## config.mk

```make
export PLATFORM = sky130hd
export DESIGN_NAME = legacy_isa_instruction_decoder_unit
export DESIGN_NICKNAME = d
export VERILOG_FILES = /design/src/lidu_pkg.sv /design/src/lidu_core.sv /design/src/legacy_isa_instruction_decoder_unit.sv
export SDC_FILE = /design/constraint.sdc
export NUM_CORES = 1
export LEC_CHECK = 0
export BUFFER_PORTS_ARGS = -buffer_cell sky130_fd_sc_hd__buf_2
export CAP_MARGIN = 20
export CORE_UTILIZATION = 43
export CTS_CLUSTER_SIZE = 12
export DETAILED_ROUTE_END_ITERATION = 7
export PLACE_DENSITY = 0.6
export SLEW_MARGIN = 20
export SYNTH_ARGS = -nofsm -noshare
export SYNTH_HDL_FRONTEND = slang
export SYNTH_HIERARCHICAL = 1
export SYNTH_SLANG_ARGS = --single-unit
export TNS_END_PERCENT = 30
```

## constraint.sdc

```tcl
create_clock -name clk -period 20.6 [get_ports clk]
set_clock_uncertainty 0.2 [all_clocks]
set_input_delay 4.12 -clock clk [delete_from_list [all_inputs] [get_ports clk]]
set_output_delay 4.12 -clock clk [all_outputs]
set_load 0.05 [all_outputs]
```

## src/lidu_pkg.sv

```systemverilog
// Shared types, constants and the instruction pattern table of the decoder.
// No dependencies.
`timescale 1ns / 1ps
package lidu_pkg;

    typedef enum logic [4:0] {
        FMT_NO = 5'd0, FMT_R = 5'd1, FMT_O = 5'd2, FMT_RO = 5'd3, FMT_OR = 5'd4,
        FMT_AF = 5'd5, FMT_OO = 5'd6, FMT_D = 5'd7, FMT_RD = 5'd8, FMT_I8 = 5'd9,
        FMT_I6 = 5'd10, FMT_I3 = 5'd11, FMT_IL = 5'd12, FMT_FA = 5'd13, FMT_F = 5'd14,
        FMT_AO = 5'd15, FMT_OA = 5'd16
    } fmt_t;

    typedef enum logic [3:0] {
        X_NO = 4'd0, X_BA = 4'd1, X_CSM = 4'd2, X_CIS = 4'd3, X_EIS = 4'd4,
        X_FIS = 4'd5, X_FPP = 4'd6, X_LE = 4'd7, X_MFPT = 4'd8, X_MP = 4'd9,
        X_MX = 4'd10, X_SPL = 4'd11, X_UC = 4'd12
    } ext_t;

    typedef struct packed {
        logic [7:0] index;
        fmt_t       fmt;
        ext_t       ext;
    } match_t;

    localparam logic [15:0] M_ALL = 16'o177777;
    localparam logic [15:0] M_OP  = 16'o177700;
    localparam logic [15:0] M_DO  = 16'o170000;
    localparam logic [15:0] M_BR  = 16'o177400;
    localparam logic [15:0] M_RO  = 16'o177000;
    localparam logic [15:0] M_R   = 16'o177770;

    // Priority lookup: first matching row wins, the final row catches all.
    function automatic match_t lookup(input logic [15:0] w);
        match_t r;
        logic [15:0] w6;
        logic [15:0] w3;
        logic [15:0] w8;
        logic [15:0] w9;
        logic [15:0] w12;
        w6  = w & M_OP;
        w3  = w & M_R;
        w8  = w & M_BR;
        w9  = w & M_RO;
        w12 = w & M_DO;
        r = '{index: 8'd202, fmt: FMT_IL, ext: X_NO};
        if (w <= 16'o7)
            r = '{index: w[7:0], fmt: FMT_NO,
                  ext: (w == 16'o6) ? X_LE : ((w == 16'o7) ? X_MFPT : X_BA)};
        else if (w6 == 16'o100) r = '{8'd8, FMT_O, X_BA};
        else if (w3 == 16'o200) r = '{8'd9, FMT_R, X_BA};
        else if (w3 == 16'o210) r = '{8'd10, FMT_IL, X_NO};
        else if (w3 == 16'o220) r = '{8'd11, FMT_IL, X_NO};
        else if (w3 == 16'o230) r = '{8'd12, FMT_I3, X_SPL};
        else if (w >= 16'o240 && w <= 16'o277)
            r = '{8'(w - 16'o240 + 16'd13), FMT_NO, X_BA};
        else if (w6 == 16'o300) r = '{8'd45, FMT_O, X_BA};
        else if (w8 >= 16'o400 && w8 <= 16'o3400)
            r = '{8'(16'd45 + (w8 >> 8)), FMT_D, X_BA};
        else if (w9 == 16'o4000) r = '{8'd53, FMT_RO, X_BA};
        else if (w6 >= 16'o5000 && w6 <= 16'o7200) begin
            r = '{8'(16'd54 + ((w6 - 16'o5000) >> 6)), FMT_O, X_BA};
            if (w6 == 16'o6400) r.fmt = FMT_I6;
            if (w6 == 16'o6400 || w6 == 16'o6700) r.ext = X_LE;
            if (w6 == 16'o7000) r.ext = X_CSM;
            if (w6 == 16'o7100 || w6 == 16'o7200) r.ext = X_MP;
        end
        else if (w12 >= 16'o10000 && w12 <= 16'o60000)
            r = '{8'(16'd72 + (w12 >> 12)), FMT_OO, X_BA};
        else if (w9 >= 16'o70000 && w9 <= 16'o73000)
            r = '{8'(16'd79 + ((w9 >> 9) & 16'd7)), FMT_OR, X_EIS};
        else if (w9 == 16'o74000) r = '{8'd83, FMT_RO, X_LE};
        else if (w3 >= 16'o75000 && w3 <= 16'o75030)
            r = '{8'(16'd84 + ((w3 >> 3) & 16'd3)), FMT_R, X_FIS};
        else if (w3 == 16'o76020) r = '{8'd88, FMT_R, X_CIS};
        else if (w >= 16'o76030 && w <= 16'o76032)
            r = '{8'(16'd89 + (w & 16'd3)), FMT_NO, X_CIS};
        else if (w >= 16'o76040 && w <= 16'o76045)
            r = '{8'(16'd92 + (w & 16'd7)), FMT_NO, X_CIS};
        else if (w >= 16'o76050 && w <= 16'o76057)
            r = '{8'(16'd98 + (w & 16'd7)), FMT_NO, X_CIS};
        else if (w3 == 16'o76060) r = '{8'd106, FMT_R, X_CIS};
        else if (w >= 16'o76070 && w <= 16'o76077)
            r = '{8'(16'd107 + (w & 16'd7)), FMT_NO, X_CIS};
        else if (w >= 16'o76130 && w <= 16'o76132)
            r = '{8'(16'd115 + (w & 16'd3)), FMT_NO, X_CIS};
        else if (w >= 16'o76140 && w <= 16'o76145)
            r = '{8'(16'd118 + (w & 16'd7)), FMT_NO, X_CIS};
        else if (w >= 16'o76150 && w <= 16'o76157)
            r = '{8'(16'd124 + (w & 16'd7)), FMT_NO, X_CIS};
        else if (w >= 16'o76170 && w <= 16'o76177)
            r = '{8'(16'd132 + (w & 16'd7)), FMT_NO, X_CIS};
        else if (w == 16'o76600) r = '{8'd140, FMT_NO, X_UC};
        else if (w6 == 16'o76700) r = '{8'd141, FMT_I6, X_UC};
        else if (w9 == 16'o77000) r = '{8'd142, FMT_RD, X_LE};
        else if (w8 >= 16'o100000 && w8 <= 16'o103400)
            r = '{8'(16'd143 + ((w8 >> 8) & 16'd7)), FMT_D, X_BA};
        else if (w8 == 16'o104000 || w8 == 16'o104400)
            r = '{8'(16'd151 + ((w8 >> 8) & 16'd1)), FMT_I8, X_BA};
        else if (w6 >= 16'o105000 && w6 <= 16'o106700) begin
            r = '{8'(16'd153 + ((w6 - 16'o105000) >> 6)), FMT_O, X_BA};
            if (w6 == 16'o106400 || w6 == 16'o106700) r.ext = X_MX;
        end
        else if (w12 >= 16'o110000 && w12 <= 16'o160000)
            r = '{8'(16'd168 + ((w12 >> 12) & 16'd7)), FMT_OO, X_BA};
        else if (w == 16'o170000 || w == 16'o170001 || w == 16'o170002)
            r = '{8'(16'd175 + (w & 16'd3)), FMT_NO, X_FPP};
        else if (w == 16'o170003) r = '{8'd178, FMT_NO, X_UC};
        else if (w == 16'o170011) r = '{8'd179, FMT_NO, X_FPP};
        else if (w == 16'o170012) r = '{8'd180, FMT_NO, X_FPP};
        else if (w6 >= 16'o170100 && w6 <= 16'o170700)
            r = '{8'(16'd180 + ((w6 >> 6) & 16'd7)),
                  (w6 >= 16'o170400) ? FMT_F : FMT_O, X_FPP};
        else if (w8 >= 16'o171000) begin
            r = '{8'(16'd188 + ((w8 - 16'o171000) >> 8)), FMT_FA, X_FPP};
            case (w8)
                16'o174000, 16'o176000: r.fmt = FMT_AF;
                16'o175000, 16'o175400: r.fmt = FMT_AO;
                16'o176400, 16'o177000: r.fmt = FMT_OA;
                default:                r.fmt = FMT_FA;
            endcase
        end
        return r;
    endfunction

endpackage

```

## src/lidu_core.sv

```systemverilog
// Combinational decode of one registered instruction beat.
// Depends on lidu_pkg.
`timescale 1ns / 1ps
module lidu_core (
    input  logic [15:0]  instr_addr,
    input  logic [15:0]  instr_word,
    input  logic [15:0]  src_ext_word,
    input  logic [15:0]  dst_ext_word,
    output logic [7:0]   mnemonic_index,
    output logic [4:0]   operand_format,
    output logic [1:0]   word_count,
    output logic [5:0]   src_spec,
    output logic [5:0]   dst_spec,
    output logic [1:0]   fpu_accumulator,
    output logic [7:0]   immediate_value,
    output logic [15:0]  branch_target,
    output logic [15:0]  src_rel_address,
    output logic [15:0]  dst_rel_address,
    output logic [3:0]   isa_extension
);
    import lidu_pkg::*;

    match_t m;
    fmt_t   f;
    logic   has_dst;
    logic   src_ext;
    logic   dst_ext;
    logic   src_pc;
    logic   dst_pc;
    logic [1:0] words;

    // Look up the row and derive the operand extension words
    always_comb
    begin
        m = lookup(instr_word);
        f = m.fmt;
        src_spec = instr_word[11:6];
        dst_spec = instr_word[5:0];
        has_dst = (f == FMT_O) || (f == FMT_RO) || (f == FMT_OR) || (f == FMT_AF) ||
                  (f == FMT_OO) || (f == FMT_FA) || (f == FMT_F) || (f == FMT_AO) ||
                  (f == FMT_OA);
        src_ext = (f == FMT_OO) && (instr_word[11:10] == 2'b11 ||
                  (instr_word[11:10] == 2'b01 && instr_word[8:6] == 3'd7));
        src_pc  = (f == FMT_OO) && instr_word[11:10] == 2'b11 && instr_word[8:6] == 3'd7;
        dst_ext = has_dst && (instr_word[5:4] == 2'b11 ||
                  (instr_word[5:4] == 2'b01 && instr_word[2:0] == 3'd7));
        dst_pc  = has_dst && instr_word[5:4] == 2'b11 && instr_word[2:0] == 3'd7;
        words = 2'd1 + {1'b0, src_ext} + {1'b0, dst_ext};
        word_count = words;
        mnemonic_index = m.index;
        operand_format = f;
        isa_extension = m.ext;
        src_rel_address = src_pc ? instr_addr + 16'd4 + src_ext_word : 16'd0;
        dst_rel_address = dst_pc ? instr_addr + {13'd0, words, 1'b0} + dst_ext_word : 16'd0;
        fpu_accumulator = (f == FMT_AF || f == FMT_FA || f == FMT_AO || f == FMT_OA)
                          ? instr_word[7:6] : 2'd0;
        case (f)
            FMT_I8:  immediate_value = instr_word[7:0];
            FMT_I6:  immediate_value = {2'd0, instr_word[5:0]};
            FMT_I3:  immediate_value = {5'd0, instr_word[2:0]};
            default: immediate_value = 8'd0;
        endcase
        case (f)
            FMT_D:   branch_target = instr_addr + 16'd2 +
                                     {{7{instr_word[7]}}, instr_word[7:0], 1'b0};
            FMT_RD:  branch_target = instr_addr + 16'd2 - {9'd0, instr_word[5:0], 1'b0};
            default: branch_target = 16'd0;
        endcase
    end

endmodule

```

## src/legacy_isa_instruction_decoder_unit.sv

```systemverilog
// Top level: input register, decode logic and output register with stall.
// Depends on lidu_pkg and lidu_core.
`timescale 1ns / 1ps
// One instruction beat is accepted per cycle while in_stall is low; its decode
// passes through the input register, then the result register, to the
// output, and out_stall can hold it there. Rate is set by the combinational
// table lookup and address adders between the two registers. The block is
// stateless apart from its pipeline registers and their valid bits.
module legacy_isa_instruction_decoder_unit (
    input  logic        clk,
    input  logic        rst_n,
    input  logic        in_valid,
    output logic        in_stall,
    input  logic [15:0] instr_addr,
    input  logic [15:0] instr_word,
    input  logic [15:0] src_ext_word,
    input  logic [15:0] dst_ext_word,
    output logic        out_valid,
    input  logic        out_stall,
    output logic [7:0]  mnemonic_index,
    output logic [4:0]  operand_format,
    output logic [1:0]  word_count,
    output logic [5:0]  src_spec,
    output logic [5:0]  dst_spec,
    output logic [1:0]  fpu_accumulator,
    output logic [7:0]  immediate_value,
    output logic [15:0] branch_target,
    output logic [15:0] src_rel_address,
    output logic [15:0] dst_rel_address,
    output logic [3:0]  isa_extension
);
    import lidu_pkg::*;

    logic        v1_reg;
    logic [15:0] a_reg, w_reg, s_reg, d_reg;
    logic        v2_reg;
    logic        adv2;
    logic        adv1;

    logic [7:0]  c_idx;
    logic [4:0]  c_fmt;
    logic [1:0]  c_wc;
    logic [5:0]  c_ss, c_ds;
    logic [1:0]  c_ac;
    logic [7:0]  c_imm;
    logic [15:0] c_br, c_sr, c_dr;
    logic [3:0]  c_ext;

    // Advance when the stage ahead is empty or draining
    assign adv2 = !v2_reg || !out_stall;
    assign adv1 = !v1_reg || adv2;
    assign in_stall = !adv1;
    assign out_valid = v2_reg;

    // Hold the accepted beat
    always_ff @(posedge clk or negedge rst_n)
    begin
        if (!rst_n)
            v1_reg <= 1'b0;
        else if (adv1)
            v1_reg <= in_valid;
    end

    always_ff @(posedge clk)
    begin
        if (adv1 && in_valid)
        begin
            a_reg <= instr_addr;
            w_reg <= instr_word;
            s_reg <= src_ext_word;
            d_reg <= dst_ext_word;
        end
    end

    lidu_core u_core (
        .instr_addr(a_reg), .instr_word(w_reg), .src_ext_word(s_reg),
        .dst_ext_word(d_reg), .mnemonic_index(c_idx), .operand_format(c_fmt),
        .word_count(c_wc), .src_spec(c_ss), .dst_spec(c_ds), .fpu_accumulator(c_ac),
        .immediate_value(c_imm), .branch_target(c_br), .src_rel_address(c_sr),
        .dst_rel_address(c_dr), .isa_extension(c_ext)
    );

    // Hold the result until taken
    always_ff @(posedge clk or negedge rst_n)
    begin
        if (!rst_n)
            v2_reg <= 1'b0;
        else if (adv2)
            v2_reg <= v1_reg;
    end

    always_ff @(posedge clk)
    begin
        if (adv2 && v1_reg)
        begin
            mnemonic_index  <= c_idx;
            operand_format  <= c_fmt;
            word_count      <= c_wc;
            src_spec        <= c_ss;
            dst_spec        <= c_ds;
            fpu_accumulator <= c_ac;
            immediate_value <= c_imm;
            branch_target   <= c_br;
            src_rel_address <= c_sr;
            dst_rel_address <= c_dr;
            isa_extension   <= c_ext;
        end
    end

endmodule

```

======== After elaboration in Yosys (flattened, before gate mapping) ========
Cells that the tools add are included.
Widths: inputs -> output; s select.
storage, ports and cells
  output and inout bits ................... 91
  register bits ........................... 155
  logic and storage cells ................. 251
  bits of input ports ..................... 68
cells by class
  equality and inequality tests ........... 56
  $lt $le $gt $ge ......................... 39
  add/sub/neg operators ................... 34
  reductions and logical operators ........ 56
  multiplexer cells ....................... 49
operator list
  operator                count
  $mux 17                 38
  $le 16x15->1 const B    11
  $ge 16x15->1 const B    10
  $eq 16x16->1 const B    6
  $ge 16x16->1 const B    6
  $eq 8x8->1 const B      8
  $le 16x16->1 const B    4
  $eq 13x5->1 const B     4
  $eq 10x6->1 const B     5
  $add 16x16->16          3
  $add 7x3->8 const A     6
  $eq 5x4->1 const B      7
  $add 8x3->8 const A     4
  $eq 16x3->1 const B     2
  $pmux 16 s2             1
  $logic_and 1x1->1       28
  $sub 14x12->14 const B  2
  $eq 13x12->1 const B    2
  $add 7x2->8 const A     3
  $mux 4                  6
  $pmux 8 s3              1
  $logic_or 1x1->1        21
  $eq 10x10->1 const B    2
  $eq 5x3->1 const B      4
  other kinds (37)        50

======== Depth between registers and ports, before layout ========
  word-level depth ........................ 54
  mapped depth ............................ 31
  mapped depth without buffers ............ 28

======== Cells and area by module ========
Netlist, hierarchy kept.
by module, submodules not included
  module                               times used  cells each  area each (um^2)
  lidu_core                            1           1111        7244.4
  legacy_isa_instruction_decoder_unit  1           161         4687.0

======== Worst setup path before layout ========
Ideal clock, no wire load.
  path kind ............................... input-to-reg
  start ................................... in out_stall
  end ..................................... reg branch_target[0], enable pin
  data required time ...................... 19.729 ns
  data arrival time ....................... 10.579 ns
  slack ................................... 9.149 ns
  library setup time ...................... 0.671 ns
  stages .................................. 1
  path buffers ............................ 0
  cells stage by stage .................... a21boi_0
on the way
  cells in the longest elaborated chain, start to end .. 3
RTL lines
  element               RTL line                                    source
  from (decl)           legacy_isa_instruction_decoder_unit.sv:19   input logic out_stall,
  $logic_not 1->1       legacy_isa_instruction_decoder_unit.sv:50   assign adv2 = !v2_reg || !out_stall;
  $logic_or 1x1->1      legacy_isa_instruction_decoder_unit.sv:50
  $logic_and 1x1->1     legacy_isa_instruction_decoder_unit.sv:94   if (adv2 && v1_reg)
  to (signal assigned)  legacy_isa_instruction_decoder_unit.sv:103  branch_target <= c_br;
  to (decl)             legacy_isa_instruction_decoder_unit.sv:27   output logic [15:0] branch_target,
No other way between the ends.
A chain may end at the register's enable or synchronous reset.

======== Worst setup path in the final report ========
  start ................................... reg w_reg[7]
  end ..................................... reg dst_rel_address[15] (data pin)
on the way
  cells in the longest elaborated chain, start to end .. 52
  elaborated cells on any way between the ends .. 127
  classes of those cells .................. 4 x add/sub; 28 x order compare; 27 x eq/ne; 39 x mux; 29 x reduce/logical
RTL lines
  element                                      RTL line                                    source
  from (decl)                                  legacy_isa_instruction_decoder_unit.sv:35   logic [15:0] a_reg, w_reg, s_reg, d_reg;
  from (signal assigned)                       legacy_isa_instruction_decoder_unit.sv:69   w_reg <= instr_word;
  $ge 16x16->1, or another cell as far along   lidu_pkg.sv:112                             (w6 >= 16'o170400) ? FMT_F : FMT_O, X_FPP};
  $mux 4 or $logic_and 1x1->1 (tied branches)  lidu_pkg.sv:112, lidu_pkg.sv:110
  $mux 17                                      lidu_pkg.sv:110                             else if (w6 >= 16'o170100 && w6 <= 16'o170700)
  $mux 17                                      lidu_pkg.sv:109                             else if (w == 16'o170012) r = '{8'd180, FMT_NO, X_FPP};
  $mux 17                                      lidu_pkg.sv:108                             else if (w == 16'o170011) r = '{8'd179, FMT_NO, X_FPP};
  $mux 17                                      lidu_pkg.sv:107                             else if (w == 16'o170003) r = '{8'd178, FMT_NO, X_UC};
  $mux 17                                      lidu_pkg.sv:105                             else if (w == 16'o170000 || w == 16'o170001 || w == 16'o170002)
  $mux 17                                      lidu_pkg.sv:103                             else if (w12 >= 16'o110000 && w12 <= 16'o160000)
  (+31 left out)                               n/a
  named net c_fmt[3]                           legacy_isa_instruction_decoder_unit.sv:41   logic [4:0] c_fmt;
  $eq 5x2->1                                   lidu_core.sv:39                             has_dst = (f == FMT_O) || (f == FMT_RO) || (f == FMT_OR) || (f == FMT_AF) ||
  $logic_or 1x1->1 (4 in a row)                lidu_core.sv:39
  $logic_or 1x1->1 (4 in a row)                lidu_core.sv:40                             (f == FMT_OO) || (f == FMT_FA) || (f == FMT_F) || (f == FMT_AO) ||
  $logic_and 1x1->1                            lidu_core.sv:45                             dst_ext = has_dst && (instr_word[5:4] == 2'b11 ||
  $add 2x1->2 (*)                              lidu_core.sv:48                             words = 2'd1 + {1'b0, src_ext} + {1'b0, dst_ext};
  named net c_wc[0]                            legacy_isa_instruction_decoder_unit.sv:42   logic [1:0] c_wc;
  $add 16x3->16 (*)                            lidu_core.sv:54                             dst_rel_address = dst_pc ? instr_addr + {13'd0, words, 1'b0} + dst_ext_word : 16'd0;
  $add 16x16->16 (*)                           lidu_core.sv:54
  to (signal assigned)                         legacy_isa_instruction_decoder_unit.sv:105  dst_rel_address <= c_dr;
  to (decl)                                    legacy_isa_instruction_decoder_unit.sv:29   output logic [15:0] dst_rel_address,
Mark *: on every way through the listed nets, which the timed path passes. The rest lies on a longest branch.

==> results.json <==
{
  "syn_nets": 1453,
  "synth_area_leaders": "edfxtp_1, ha_1, nor2_1, a21oi_1, xnor2_1",
  "syn2layout_area_growth_pct": 14.0,
  "cts_made_buffers": 17,
  "crit_path_end_kind": "flop",
  "fin_nets": 1573,
  "ant_nets": 0,
  "cts_tree": "yes",
  "rsz0062_at_grt": "no",
  "core.rowCount": 60,
  "slowest_stage": "a2111oi_0",
  "ioPinCount": 159,
  "path_clk_slew_ns": 0.07,
  "hold_viol": 0,
  "gr-usage-all-layers_pct": 29.0,
  "clkLatencyLatePin_ns": 0.45,
  "synthTopCellsByCount": "edfxtp_1, nor2_1, ha_1",
  "post-cts-setup-buffers": 0,
  "startpoint_type": "flop",
  "syn_area_um2": 11900,
  "worst_pin_slew_ns": 0.919,
  "setup_violations": 0,
  "via_per_inst": 6.09,
  "synthCells": 1272,
  "clockRootBuffer": "clkbuf_16",
  "pwr-share-clk_pct": 33.3,
  "coreArea_um2": 27100,
  "final_util_pct": 50.2,
  "cts_sinks": 155,
  "yosysWarnings": 6,
  "ys_types": 88,
  "path_max_fanout": 19,
  "period_share_pct": 45.2,
  "cts_hold_buf": 0,
  "combPwrFrac_pct": 27.9,
  "p_int_mw": 0.651,
  "critPathKind": "reg2reg",
  "finalCriticalPeriod_ns": 9.31,
  "synth_edf_count": 153,
  "antenna_found_initial": 1,
  "top_layer_used": "met4",
  "die_h_um": 169,
  "dpl_cell_area_um2": 13000,
  "synthFlopType": "edfxtp_1",
  "relSlewSlack_pct": 37.1,
  "grt_start_max_net_pins": 65,
  "max_freq_mhz": 107,
  "layout-drive-gt1-share_pct": 17.9,
  "yosysMostFrequentCell": "edfxtp_1",
  "yosysTopAreaCell": "edfxtp_1",
  "wl_per_cell_um": 23.1,
  "wl_met3_mm": 3.36,
  "seqPwrFrac_pct": 38.8,
  "routabilityCongestion": 1.05,
  "start_util_pct": 44.0,
  "grt_overflow": 0,
  "setup_tns_ns": 0,
  "min_path_type": "reg2reg",
  "dp_hpwl_mm": 31.6,
  "cts_buffer_depth": 2,
  "swShare_pct": 35.1,
  "via_count": 10800,
  "grt_pass1_wl_mm": 61.3,
  "maxSlewViolCount": 0,
  "slowest_delay_ns": 0.88,
  "cpMostUsedCell": "o21ai_0",
  "cp_top_family": "compound AO/OA/AOI/OAI gates",
  "crit_buf_inv": 3,
  "design.die.area_um2": 28400,
  "async_flop_share_pct": 1.29,
  "grt_pass1_vias": 10200,
  "power_switching_mw": 0.352,
  "finalPower_mw": 1.00,
  "power_density_nw_per_um2": 73.7,
  "wl_met1_mm": 17.8,
  "syn_avg_cell_area_um2": 9.38,
  "power.leakage_nw": 5.53,
  "portBuffers": 158,
  "synth_top_area_share_pct": 38.5,
  "wl_mm": 41.1,
  "ys_ff_latch": 155,
  "stdcell_area_um2": 13600,
  "worstPathArrival_ns": 9.31,
  "cts_resized": 0,
  "drt_iter0_markers": 1224,
  "drv_cap": 0,
  "die_w_um": 169,
  "drt_pass1_iterations": 5,
  "critPathRequiredTime_ns": 20.60,
  "outcome": "finished, final reports clean",
  "ir_drop_mv": 0.0538,
  "dr_wl_met2_mm": 17.8,
  "htreeDepth": 4,
  "drc": 0,
  "synth_seq_area_share_pct": 38.9
}
==> layout make-up <==
cell class              count  area (um^2)
flip-flops and latches    155         4640
well taps                 372          465
fillers                  2612        13500
inverters                  63          236
clock buffers              17          425
multi-input cells         981         6730
diodes                      1         2.50
repair buffers            174          911
clock inverters            15          193
==> per-stage QoR <==
stage | setup WS [ns] | instances | hold WS [ns]
floorplan | 9.15 | 1272 | 0.267
global placement | 11.64 | 1745 | 0.300
detailed placement | 11.50 | 1745 | 0.307
CTS | 11.44 | 1777 | 0.323
global route | 10.83 | 1777 | 0.352
finish | 11.29 | 1778 | 0.320
==> metal layers <==
| layer | vias to the layer above | global-route usage (%) |
|---|---|---|
| li1 | 5004 | - |
| met1 | 5092 | 39.1 |
| met2 | 595 | 43.6 |
| met3 | 135 | 5.82 |
| met4 | 0 | 16.4 |
| met5 | - | 0 |
==> kinds of logic (layout without fill, tap and decap cells) <==
logic type	after synthesis	in the layout	synth area share (%)
flops	155	155	38.9
compound gates	329	329	18.4
xor+xnor	68	68	4.99
other cells	0	1	0
buf+inv	136	269	4.87
simple gates	468	468	20.4
mux	3	3	0.304
fa+ha+maj	113	113	12.2
==> worst reg2reg max path: cells and delay by family (launching register included) <==
family / cells / cell delay, ns
flip-flops: 1 / 0.82
AO/OA/AOI/OAI: 14 / 3.88
multiplexers: 1 / 0.34
adder cells (fa/ha/maj): 5 / 1.89
AND/OR/NAND/NOR: 5 / 1.29
buffers and inverters: 3 / 0.66
==> worst paths after layout <==
check                           slack, ns  depth (start not counted)      from                  end
worst max-delay path                11.29                         28  w_reg[7]  dst_rel_address[15]
worst min-delay path                 0.32                          1    v1_reg            out_valid
worst max register to register      11.29                         28  w_reg[7]  dst_rel_address[15]
worst min register to register       0.32                          1    v1_reg            out_valid
max in group asynchronous           16.86                          1     rst_n            out_valid
min in group asynchronous            3.25                          1     rst_n               v1_reg
==> power by group through the flow <==
| stage | Sequential, mW | Clock (mW) | Combinational, mW |
|---|---|---|---|
| 3_3_place_gp | 0.396 | 0 | 0.276 |
| 3_5_place_dp | 0.396 | 0 | 0.275 |
| 6_report | 0.390 | 0.334 | 0.280 |
| 5_1_grt | 0.392 | 0.351 | 0.302 |
| 4_1_cts | 0.390 | 0.340 | 0.277 |
| 2_1_floorplan | 0.440 | 0 | 0.161 |
==> placed cells by master (no fill, tap or decap), types with 16 or more instances in the layout <==
| master | count |
|---|---|
| a21oi_1 | 81 |
| a31oi_1 | 26 |
| and3_1 | 26 |
| buf_2 | 158 |
| buf_4 | 16 |
| clkbuf_16 | 17 |
| edfxtp_1 | 153 |
| ha_1 | 108 |
| inv_1 | 61 |
| nand2_1 | 92 |
| nand3_1 | 48 |
| nand4_1 | 16 |
| nor2_1 | 129 |
| nor3_1 | 30 |
| o21ai_0 | 69 |
| xnor2_1 | 42 |
| xor2_1 | 26 |
Power figures use the tool's default switching activity.
